--- config.mk ---
export PLATFORM = sky130hd
export DESIGN_NAME = line_edit_buffer_flat
export DESIGN_NICKNAME = d
export VERILOG_FILES = /design/src/leb_pkg.sv /design/src/leb_if.sv /design/src/leb_ram.sv /design/src/leb_front.sv /design/src/leb_queue.sv /design/src/leb_back.sv /design/src/line_edit_buffer.sv /design/src/flat_wrapper.sv
export SDC_FILE = /design/constraint.sdc
export NUM_CORES = 1
export LEC_CHECK = 0
export BUFFER_PORTS_ARGS = -buffer_cell sky130_fd_sc_hd__buf_2
export CAP_MARGIN = 30
export CORE_MARGIN = 1.5
export CORE_UTILIZATION = 35
export DETAILED_ROUTE_END_ITERATION = 12
export PLACE_DENSITY_LB_ADDON = 0.12
export SLEW_MARGIN = 10
export SYNTH_ARGS = -nofsm -noshare
export SYNTH_HDL_FRONTEND = slang
export SYNTH_SLANG_ARGS = --single-unit
--- constraint.sdc ---
create_clock -name clk_i -period 3.2 [get_ports clk_i]
set_clock_uncertainty 0.05 [all_clocks]
set_input_delay 0.16 -clock clk_i [delete_from_list [all_inputs] [get_ports clk_i]]
set_output_delay 0.16 -clock clk_i [all_outputs]
set_load 0.1 [all_outputs]
--- src/leb_pkg.sv ---
package leb_pkg;

  localparam logic [7:0] KeyEsc     = 8'd27;
  localparam logic [7:0] KeyBack    = 8'd8;
  localparam logic [7:0] KeyEnter   = 8'd13;
  localparam logic [7:0] KeyPrefix  = 8'd224;
  localparam logic [7:0] KeyLeft    = 8'd75;
  localparam logic [7:0] KeyRight   = 8'd77;
  localparam logic [7:0] NewlineChr = 8'd10;

  localparam int DumpLimit = 64;

  typedef enum logic [2:0] {
    OpInsert = 3'd0,
    OpErase  = 3'd1,
    OpLeft   = 3'd2,
    OpRight  = 3'd3,
    OpNop    = 3'd4,
    OpDump   = 3'd5
  } op_e;

  typedef enum logic [1:0] {
    KindStatus = 2'd0,
    KindChar   = 2'd1,
    KindEmpty  = 2'd2
  } kind_e;

  typedef struct packed {
    op_e        op;
    logic [7:0] ch;
  } op_t;

endpackage

--- src/leb_if.sv ---
interface leb_key_if;
  logic       valid;
  logic       ready;
  logic [7:0] key_code;

  modport source (output valid, output key_code, input ready);
  modport sink (input valid, input key_code, output ready);
endinterface

interface leb_res_if;
  logic       valid;
  logic       ready;
  logic [1:0] kind;
  logic [7:0] char_out;
  logic [6:0] cursor_now;
  logic [6:0] length_now;
  logic       dropped;
  logic       last;

  modport source (
    output valid, output kind, output char_out, output cursor_now,
    output length_now, output dropped, output last, input ready
  );
  modport sink (
    input valid, input kind, input char_out, input cursor_now,
    input length_now, input dropped, input last, output ready
  );
endinterface

--- src/leb_ram.sv ---
module leb_ram #(
  parameter int Width = 8,
  parameter int Depth = 64
) (
  input  logic                     clk_i,
  input  logic                     we_i,
  input  logic [$clog2(Depth)-1:0] waddr_i,
  input  logic [Width-1:0]         wdata_i,
  input  logic [$clog2(Depth)-1:0] raddr_i,
  output logic [Width-1:0]         rdata_o
);

  logic [Width-1:0] mem_q [Depth];

  always_ff @(posedge clk_i) begin
    if (we_i) begin
      mem_q[waddr_i] <= wdata_i;
    end
    rdata_o <= mem_q[raddr_i];
  end

endmodule

--- src/leb_front.sv ---
module leb_front (
  input  logic           clk_i,
  input  logic           rst_ni,
  leb_key_if.sink        key_i,
  output logic           push_o,
  output leb_pkg::op_t   op_o,
  input  logic           push_ready_i
);

  logic prefix_q, prefix_d;
  logic fire;

  assign key_i.ready = push_ready_i;
  assign fire        = key_i.valid && push_ready_i;
  assign push_o      = key_i.valid;

  always_comb begin
    prefix_d = prefix_q;
    op_o.ch  = key_i.key_code;
    op_o.op  = leb_pkg::OpNop;
    if (prefix_q) begin
      if (key_i.key_code == leb_pkg::KeyLeft) begin
        op_o.op = leb_pkg::OpLeft;
      end else if (key_i.key_code == leb_pkg::KeyRight) begin
        op_o.op = leb_pkg::OpRight;
      end
      if (fire) begin
        prefix_d = 1'b0;
      end
    end else begin
      case (key_i.key_code)
        leb_pkg::KeyEsc:    op_o.op = leb_pkg::OpDump;
        leb_pkg::KeyBack:   op_o.op = leb_pkg::OpErase;
        leb_pkg::KeyPrefix: begin
          op_o.op = leb_pkg::OpNop;
          if (fire) begin
            prefix_d = 1'b1;
          end
        end
        leb_pkg::KeyEnter: begin
          op_o.op = leb_pkg::OpInsert;
          op_o.ch = leb_pkg::NewlineChr;
        end
        default:            op_o.op = leb_pkg::OpInsert;
      endcase
    end
  end

  always_ff @(posedge clk_i or negedge rst_ni) begin
    if (!rst_ni) begin
      prefix_q <= 1'b0;
    end else begin
      prefix_q <= prefix_d;
    end
  end

endmodule

--- src/leb_queue.sv ---
module leb_queue (
  input  logic         clk_i,
  input  logic         rst_ni,
  input  logic         push_i,
  input  leb_pkg::op_t op_i,
  output logic         push_ready_o,
  output logic         pop_valid_o,
  output leb_pkg::op_t op_o,
  input  logic         pop_i
);

  leb_pkg::op_t slot_q [2];
  logic         wptr_q, rptr_q;
  logic [1:0]   cnt_q;
  logic         do_push, do_pop;

  assign push_ready_o = (cnt_q != 2'd2);
  assign pop_valid_o  = (cnt_q != 2'd0);
  assign op_o         = slot_q[rptr_q];
  assign do_push      = push_i && push_ready_o;
  assign do_pop       = pop_i && pop_valid_o;

  always_ff @(posedge clk_i) begin
    if (do_push) begin
      slot_q[wptr_q] <= op_i;
    end
  end

  always_ff @(posedge clk_i or negedge rst_ni) begin
    if (!rst_ni) begin
      wptr_q <= 1'b0;
      rptr_q <= 1'b0;
      cnt_q  <= 2'd0;
    end else begin
      if (do_push) begin
        wptr_q <= ~wptr_q;
      end
      if (do_pop) begin
        rptr_q <= ~rptr_q;
      end
      cnt_q <= cnt_q + {1'b0, do_push} - {1'b0, do_pop};
    end
  end

endmodule

--- src/leb_back.sv ---
module leb_back #(
  parameter int Capacity = 64
) (
  input  logic         clk_i,
  input  logic         rst_ni,
  input  logic         pop_valid_i,
  input  leb_pkg::op_t op_i,
  output logic         pop_o,
  leb_res_if.source    res_o
);

  localparam int AW = $clog2(Capacity);
  localparam int CW = $clog2(Capacity + 1);

  typedef enum logic [8:0] {
    StIdle     = 9'b000000001,
    StInsRd    = 9'b000000010,
    StInsMv    = 9'b000000100,
    StInsPut   = 9'b000001000,
    StDelRd    = 9'b000010000,
    StDelMv    = 9'b000100000,
    StDumpRd   = 9'b001000000,
    StDumpEmit = 9'b010000000,
    StStatus   = 9'b100000000
  } state_e;

  state_e          state_q, state_d;
  logic [CW-1:0]   len_q, len_d, cur_q, cur_d, idx_q, idx_d, lim_q, lim_d;
  logic [7:0]      ch_q, ch_d;
  logic            drop_q, drop_d;
  leb_pkg::kind_e  kind_q, kind_d;

  logic            ov_q, ov_d;
  logic [1:0]      okind_q, okind_d;
  logic [7:0]      ochar_q, ochar_d;
  logic [CW-1:0]   ocur_q, ocur_d, olen_q, olen_d;
  logic            odrop_q, odrop_d, olast_q, olast_d;

  logic            slot_free, load;
  logic            we;
  logic [AW-1:0]   waddr, raddr;
  logic [7:0]      wdata, rdata;

  leb_ram #(
    .Width (8),
    .Depth (Capacity)
  ) u_ram (
    .clk_i   (clk_i),
    .we_i    (we),
    .waddr_i (waddr),
    .wdata_i (wdata),
    .raddr_i (raddr),
    .rdata_o (rdata)
  );

  assign slot_free = !ov_q || res_o.ready;

  always_comb begin
    state_d = state_q;
    len_d   = len_q;
    cur_d   = cur_q;
    idx_d   = idx_q;
    lim_d   = lim_q;
    ch_d    = ch_q;
    drop_d  = drop_q;
    kind_d  = kind_q;
    pop_o   = 1'b0;
    we      = 1'b0;
    waddr   = AW'(idx_q);
    wdata   = rdata;
    raddr   = AW'(idx_q);
    load    = 1'b0;
    okind_d = okind_q;
    ochar_d = ochar_q;
    ocur_d  = ocur_q;
    olen_d  = olen_q;
    odrop_d = odrop_q;
    olast_d = olast_q;

    case (state_q)
      StIdle: begin
        if (pop_valid_i) begin
          pop_o  = 1'b1;
          ch_d   = op_i.ch;
          drop_d = 1'b0;
          kind_d = leb_pkg::KindStatus;
          state_d = StStatus;
          case (op_i.op)
            leb_pkg::OpInsert: begin
              if (int'(len_q) >= Capacity) begin
                drop_d = 1'b1;
              end else if (len_q == cur_q) begin
                state_d = StInsPut;
              end else begin
                idx_d   = len_q;
                state_d = StInsRd;
              end
            end
            leb_pkg::OpErase: begin
              if (cur_q == '0) begin
                state_d = StStatus;
              end else if (cur_q == len_q) begin
                len_d = len_q - CW'(1);
                cur_d = cur_q - CW'(1);
              end else begin
                idx_d   = cur_q;
                state_d = StDelRd;
              end
            end
            leb_pkg::OpLeft: begin
              if (cur_q != '0) begin
                cur_d = cur_q - CW'(1);
              end
            end
            leb_pkg::OpRight: begin
              if (cur_q < len_q) begin
                cur_d = cur_q + CW'(1);
              end
            end
            leb_pkg::OpDump: begin
              if (len_q == '0) begin
                kind_d = leb_pkg::KindEmpty;
              end else begin
                idx_d   = '0;
                lim_d   = (int'(len_q) > leb_pkg::DumpLimit) ? CW'(leb_pkg::DumpLimit)
                                                              : len_q;
                state_d = StDumpRd;
              end
            end
            default: state_d = StStatus;
          endcase
        end
      end
      StInsRd: begin
        raddr   = AW'(idx_q - CW'(1));
        state_d = StInsMv;
      end
      StInsMv: begin
        we    = 1'b1;
        waddr = AW'(idx_q);
        wdata = rdata;
        raddr = AW'(idx_q - CW'(2));
        idx_d = idx_q - CW'(1);
        if (idx_q - CW'(1) == cur_q) begin
          state_d = StInsPut;
        end
      end
      StInsPut: begin
        we      = 1'b1;
        waddr   = AW'(cur_q);
        wdata   = ch_q;
        len_d   = len_q + CW'(1);
        cur_d   = cur_q + CW'(1);
        state_d = StStatus;
      end
      StDelRd: begin
        raddr   = AW'(idx_q);
        state_d = StDelMv;
      end
      StDelMv: begin
        we    = 1'b1;
        waddr = AW'(idx_q - CW'(1));
        wdata = rdata;
        raddr = AW'(idx_q + CW'(1));
        idx_d = idx_q + CW'(1);
        if (idx_q + CW'(1) == len_q) begin
          len_d   = len_q - CW'(1);
          cur_d   = cur_q - CW'(1);
          state_d = StStatus;
        end
      end
      StDumpRd: begin
        raddr   = AW'(idx_q);
        state_d = StDumpEmit;
      end
      StDumpEmit: begin
        raddr = AW'(idx_q);
        if (slot_free) begin
          load    = 1'b1;
          okind_d = leb_pkg::KindChar;
          ochar_d = rdata;
          ocur_d  = cur_q;
          olen_d  = len_q;
          odrop_d = 1'b0;
          olast_d = (idx_q + CW'(1) == lim_q);
          idx_d   = idx_q + CW'(1);
          state_d = (idx_q + CW'(1) == lim_q) ? StIdle : StDumpRd;
        end
      end
      StStatus: begin
        if (slot_free) begin
          load    = 1'b1;
          okind_d = kind_q;
          ochar_d = '0;
          ocur_d  = cur_q;
          olen_d  = len_q;
          odrop_d = drop_q;
          olast_d = 1'b1;
          state_d = StIdle;
        end
      end
      default: state_d = StIdle;
    endcase

    ov_d = (ov_q && !res_o.ready) || load;
  end

  always_ff @(posedge clk_i or negedge rst_ni) begin
    if (!rst_ni) begin
      state_q <= StIdle;
      len_q   <= '0;
      cur_q   <= '0;
      ov_q    <= 1'b0;
    end else begin
      state_q <= state_d;
      len_q   <= len_d;
      cur_q   <= cur_d;
      ov_q    <= ov_d;
    end
  end

  always_ff @(posedge clk_i) begin
    idx_q   <= idx_d;
    lim_q   <= lim_d;
    ch_q    <= ch_d;
    drop_q  <= drop_d;
    kind_q  <= kind_d;
    okind_q <= okind_d;
    ochar_q <= ochar_d;
    ocur_q  <= ocur_d;
    olen_q  <= olen_d;
    odrop_q <= odrop_d;
    olast_q <= olast_d;
  end

  assign res_o.valid      = ov_q;
  assign res_o.kind       = okind_q;
  assign res_o.char_out   = ochar_q;
  assign res_o.cursor_now = 7'(ocur_q);
  assign res_o.length_now = 7'(olen_q);
  assign res_o.dropped    = odrop_q;
  assign res_o.last       = olast_q;

endmodule

--- src/line_edit_buffer.sv ---
// Line editor over a keyboard byte stream. Each key word gives one status word, except
// Escape, which dumps the stored text as one word per character (at most 64, last set on
// the final one) or one empty-dump word. Keys are decoded and queued two deep ahead of the
// edit engine, so up to two keys are taken while an edit runs. The text sits in a
// single-port-write, registered-read RAM of Capacity bytes and the engine moves one
// character per cycle. An insert inside the text moves each character from the end down to
// the cursor one place up, then writes the new one; one at the end writes it at once. A
// backspace inside the text moves each character after the cursor one place down. A
// backspace at the end or at cursor zero, a refused insert, a cursor move, an ignored key and
// an empty dump go straight to their status word. Each status or character word leaves
// through an output register in the cycle after the engine forms it. Store contents are not
// cleared at reset; only characters below the length are ever used.
module line_edit_buffer #(
  parameter int Capacity = 64
) (
  input  logic      clk_i,
  input  logic      rst_ni,
  leb_key_if.sink   key_i,
  leb_res_if.source res_o
);

  logic         push, push_ready, pop_valid, pop;
  leb_pkg::op_t push_op, pop_op;

  leb_front u_front (
    .clk_i        (clk_i),
    .rst_ni       (rst_ni),
    .key_i        (key_i),
    .push_o       (push),
    .op_o         (push_op),
    .push_ready_i (push_ready)
  );

  leb_queue u_queue (
    .clk_i        (clk_i),
    .rst_ni       (rst_ni),
    .push_i       (push),
    .op_i         (push_op),
    .push_ready_o (push_ready),
    .pop_valid_o  (pop_valid),
    .op_o         (pop_op),
    .pop_i        (pop)
  );

  leb_back #(
    .Capacity (Capacity)
  ) u_back (
    .clk_i       (clk_i),
    .rst_ni      (rst_ni),
    .pop_valid_i (pop_valid),
    .op_i        (pop_op),
    .pop_o       (pop),
    .res_o       (res_o)
  );

endmodule
--- src/flat_wrapper.sv ---
// flat-port wrapper written by rule: the top's interface ports become plain ports
module line_edit_buffer_flat 
#(
  parameter int Capacity = 64
)
  (clk_i, rst_ni, key_i_valid, key_i_key_code, key_i_ready, res_o_valid, res_o_kind, res_o_char_out, res_o_cursor_now, res_o_length_now, res_o_dropped, res_o_last, res_o_ready);
  leb_key_if key_i_i ();
  leb_res_if res_o_i ();
  input  logic clk_i;
  input  logic rst_ni;
  input wire logic [$bits(key_i_i.valid)-1:0] key_i_valid;
  input wire logic [$bits(key_i_i.key_code)-1:0] key_i_key_code;
  output wire logic [$bits(key_i_i.ready)-1:0] key_i_ready;
  output wire logic [$bits(res_o_i.valid)-1:0] res_o_valid;
  output wire logic [$bits(res_o_i.kind)-1:0] res_o_kind;
  output wire logic [$bits(res_o_i.char_out)-1:0] res_o_char_out;
  output wire logic [$bits(res_o_i.cursor_now)-1:0] res_o_cursor_now;
  output wire logic [$bits(res_o_i.length_now)-1:0] res_o_length_now;
  output wire logic [$bits(res_o_i.dropped)-1:0] res_o_dropped;
  output wire logic [$bits(res_o_i.last)-1:0] res_o_last;
  input wire logic [$bits(res_o_i.ready)-1:0] res_o_ready;
  assign key_i_i.valid = key_i_valid;
  assign key_i_i.key_code = key_i_key_code;
  assign key_i_ready = key_i_i.ready;
  assign res_o_valid = res_o_i.valid;
  assign res_o_kind = res_o_i.kind;
  assign res_o_char_out = res_o_i.char_out;
  assign res_o_cursor_now = res_o_i.cursor_now;
  assign res_o_length_now = res_o_i.length_now;
  assign res_o_dropped = res_o_i.dropped;
  assign res_o_last = res_o_i.last;
  assign res_o_i.ready = res_o_ready;
  line_edit_buffer #(.Capacity(Capacity)) u_core (.clk_i(clk_i), .rst_ni(rst_ni), .key_i(key_i_i), .res_o(res_o_i));
endmodule
==> results.json <==
{
  "status": "finished, violations left",
  "violations": "setup timing",
  "dp_cells": 2941,
  "final_cells": 3143,
  "synth_top_area_frac": 0.667,
  "yosys.area_share.simple": 0.0859,
  "routedWlPerCell_um": 25.1,
  "multiInputGateArea_um2": 8520,
  "wl_met2_um": 38100,
  "portBuffers": 39,
  "area_growth_pct": 31.7,
  "async_flop_share": 0.0467,
  "cts_made_buffers": 70,
  "synth_top_family_by_area": "simple AND/OR/NAND/NOR gates",
  "startpoint_type": "flop",
  "dr.first_iter.drc_count": 1520,
  "yosys.cell_types.count": 80,
  "arrival_ps": 3760,
  "drc": 0,
  "fillers": 6612,
  "start_util": 0.354,
  "maxSlewViolCount": 0,
  "cts_buffer_depth": 3,
  "root_buffer": "clkbuf_16",
  "hpwl_um": 51900,
  "core_um2": 74300,
  "wirelength_met1_um": 34500,
  "crit_required_ps": 3630,
  "clkLatencyLatePin_ps": 620,
  "muxShareOfSynthArea": 0.0830,
  "die_w_um": 277,
  "post_dp_cell_area_um2": 30300,
  "min_period_ps": 3330,
  "drtAntennaViolNets": 0,
  "yosys-top-cells-count": "584 x edfxtp_1, 134 x nand2_1, 124 x nor2_1, 86 x mux4_2, 54 x clkbuf_1",
  "crit_type": "reg -> reg",
  "syn-cell-area_um2": 26300,
  "synth-warning-count": 0,
  "finalWeightedCongestion": 0.884,
  "hp-class": "in -> async",
  "synth.most_common_cell": "edfxtp_1",
  "drt-pass1-iter-count": 6,
  "synth.net_count": 1718,
  "grtUsageTotal": 0.204,
  "vias": 16900,
  "synth-xor-area-share": 0.0189,
  "finalWirelength_um": 78900,
  "synth-seq-cells": 621,
  "grt_pass1_vias": 17100,
  "fin_ws_ps": -127,
  "top_layer_used": "met5",
  "slew-limit-headroom": 0.414,
  "cap_violations": 0,
  "power_density_nw_per_um2": 996,
  "seqCellArea_um2": 18400,
  "stdcell_area_um2": 34600,
  "peakVddDrop_uv": 446,
  "synth_adder_area_share": 0.0112,
  "clkTransAtPathRegs_ps": 60,
  "syn_inst": 1683,
  "setup_viol": 7,
  "grt_pass1_wl_um": 115000,
  "grt_max_degree": 65,
  "io-pin-count": 40,
  "overflow": 0,
  "final-hold-violation-count": 0,
  "cts.sinks": 621,
  "vias_per_cell": 5.38,
  "worst_pin_slew_ps": 878,
  "worstPathMaxFanout": 18,
  "end_kind": "flop",
  "wl_met3_um": 4080,
  "rsz0062_at_grt": "yes",
  "synth_compound_area_frac": 0.0777,
  "synth_flop_cell": "edfxtp_1",
  "fin_crit_sh": 1.04,
  "drive_gt1_frac": 0.382,
  "fmax_mhz": 301,
  "yosysSeqAreaShare": 0.701,
  "fin_nets": 2155,
  "rows": 100,
  "htree_levels": 3,
  "yosysTopAreaCell": "edfxtp_1",
  "cts_tree": "built",
  "dieArea_um2": 76700,
  "die_h_um": 277,
  "synth_area_leaders": "edfxtp_1 67%, mux4_2 7.4%, dfrtp_1 2.7%",
  "avgSynthCellArea_um2": 15.6,
  "antenna_found_initial": 2,
  "synth-edff-count": 584,
  "p_leak_nw": 12.2
}
per-layer routing:
| layer | vias to the layer above | track usage |
|---|---|---|
| li1 | 7532 | - |
| met1 | 8792 | 0.276 |
| met2 | 444 | 0.330 |
| met3 | 126 | 0.0379 |
| met4 | 2 | 0.0724 |
| met5 | - | 0 |
cell usage in the layout (no fill, tap or decap), types with 19 or more instances in the layout:
cell and count:
a211oi_1 22, a21oi_1 38, and3_1 32, buf_12 35
buf_2 39, buf_4 322, buf_6 39, clkbuf_16 76
dfrtp_1 25, edfxtp_1 584, ha_1 19, inv_1 35
mux4_2 86, nand2_1 122, nand3_1 35, nor2_1 79
nor2_2 24, nor2_4 23, o21ai_0 41, xnor2_1 22
xor2_1 19
registers in the layout, indices dropped and copies added (netlist names):
register,flops
u_core.u_back.res_o.dropped,1
u_core.u_queue.slot_q,22
u_core.u_back.res_o.char_out,8
u_core.u_back.cur_q,7
u_core.u_queue.cnt_q,2
u_core.u_back.u_ram.rdata_o,8
u_core.u_back.drop_q,1
u_core.u_queue.rptr_q,1
u_core.u_back.ch_q,8
u_core.u_back.res_o.length_now,7
u_core.u_back.idx_q,7
u_core.u_front.prefix_q,1
u_core.u_back.len_q,7
u_core.u_back.lim_q,7
u_core.u_back.state_q,9
u_core.u_back.res_o.valid,1
u_core.u_back.kind_q,1
u_core.u_back.res_o.last,1
u_core.u_back.u_ram.mem_q,512
u_core.u_queue.wptr_q,1
u_core.u_back.res_o.kind,2
u_core.u_back.res_o.cursor_now,7
cells by family (layout without fill, tap and decap cells):
family,count (synthesis),after routing
flops,621,621
simple gates,465,465
compound gates,281,281
buf+inv,132,622
mux,109,109
xor+xnor,52,52
fa+ha+maj,23,23
other cells,0,1
worst paths after layout:
kind,start,to,slack (ps),depth (start not counted)
worst min-delay path,rst_ni,u_core.u_back.len_q[5],110,2
max in group asynchronous,rst_ni,u_core.u_back.state_q[6],2450,2
min in group clk_i,key_i_key_code[7],u_core.u_queue.slot_q[1][7],270,2
worst min register to register,u_core.u_queue.wptr_q,u_core.u_queue.wptr_q,450,1
worst max register to register,u_core.u_back.state_q[4],u_core.u_back.u_ram.rdata_o[1],-130,11
worst max-delay path,u_core.u_back.state_q[4],u_core.u_back.u_ram.rdata_o[1],-130,11
cell type report:
class | count | area share
Clock inverter | 36 | 0.00712
Timing Repair Buffer | 460 | 0.121
Clock buffer | 89 | 0.0545
Antenna cell | 1 | 0.0000723
Tap cell | 969 | 0.0350
Inverter | 37 | 0.00401
Multi-Input combinational cell | 930 | 0.246
Sequential cell | 621 | 0.532
what timing repair did:
item | in CTS | in global routing
hold buffers | 12 | 0
gates cloned | 5 | 3
setup buffers | 31 | 30
hold endpoints to repair | 55 | 0
pin swaps | 20 | 44
setup endpoints to repair | 174 | 341
resized for setup | 152 | 135
through the flow:
step | hold slack, ps | total power [mW] | util | setup TNS, ps | setup WS [ps]
6_report | 113 | 34.5 | 0.466 | -692 | -127
4_1_cts | 110 | 33.7 | 0.453 | -819 | -172
5_1_grt | 172 | 36.0 | 0.466 | -4190 | -209
2_1_floorplan | -186 | 18.2 | - | 0 | 1.13
3_3_place_gp | 235 | 24.2 | 0.407 | -19260 | -846
3_5_place_dp | 231 | 24.3 | 0.407 | -23110 | -834
critical path, cell delays in order (launching register included):
cell and delay, ps:
dfrtp_2 460, nor4_4 340, buf_4 200, nand3_1 130, o211ai_1 420, and3_4 370, buf_12 200, nor3_2 70
buf_6 140, a22o_4 280, nor4_4 400, a22oi_2 140
report_power, final:
part | switching [mW] | internal (mW) | leakage [nW]
Sequential | 0.504 | 10.6 | 5.71
Combinational | 9.03 | 6.73 | 5.43
Clock | 3.26 | 4.34 | 1.05
Total | 12.8 | 21.7 | 12.2
No activity file was read; power rests on OpenSTA's default activity.
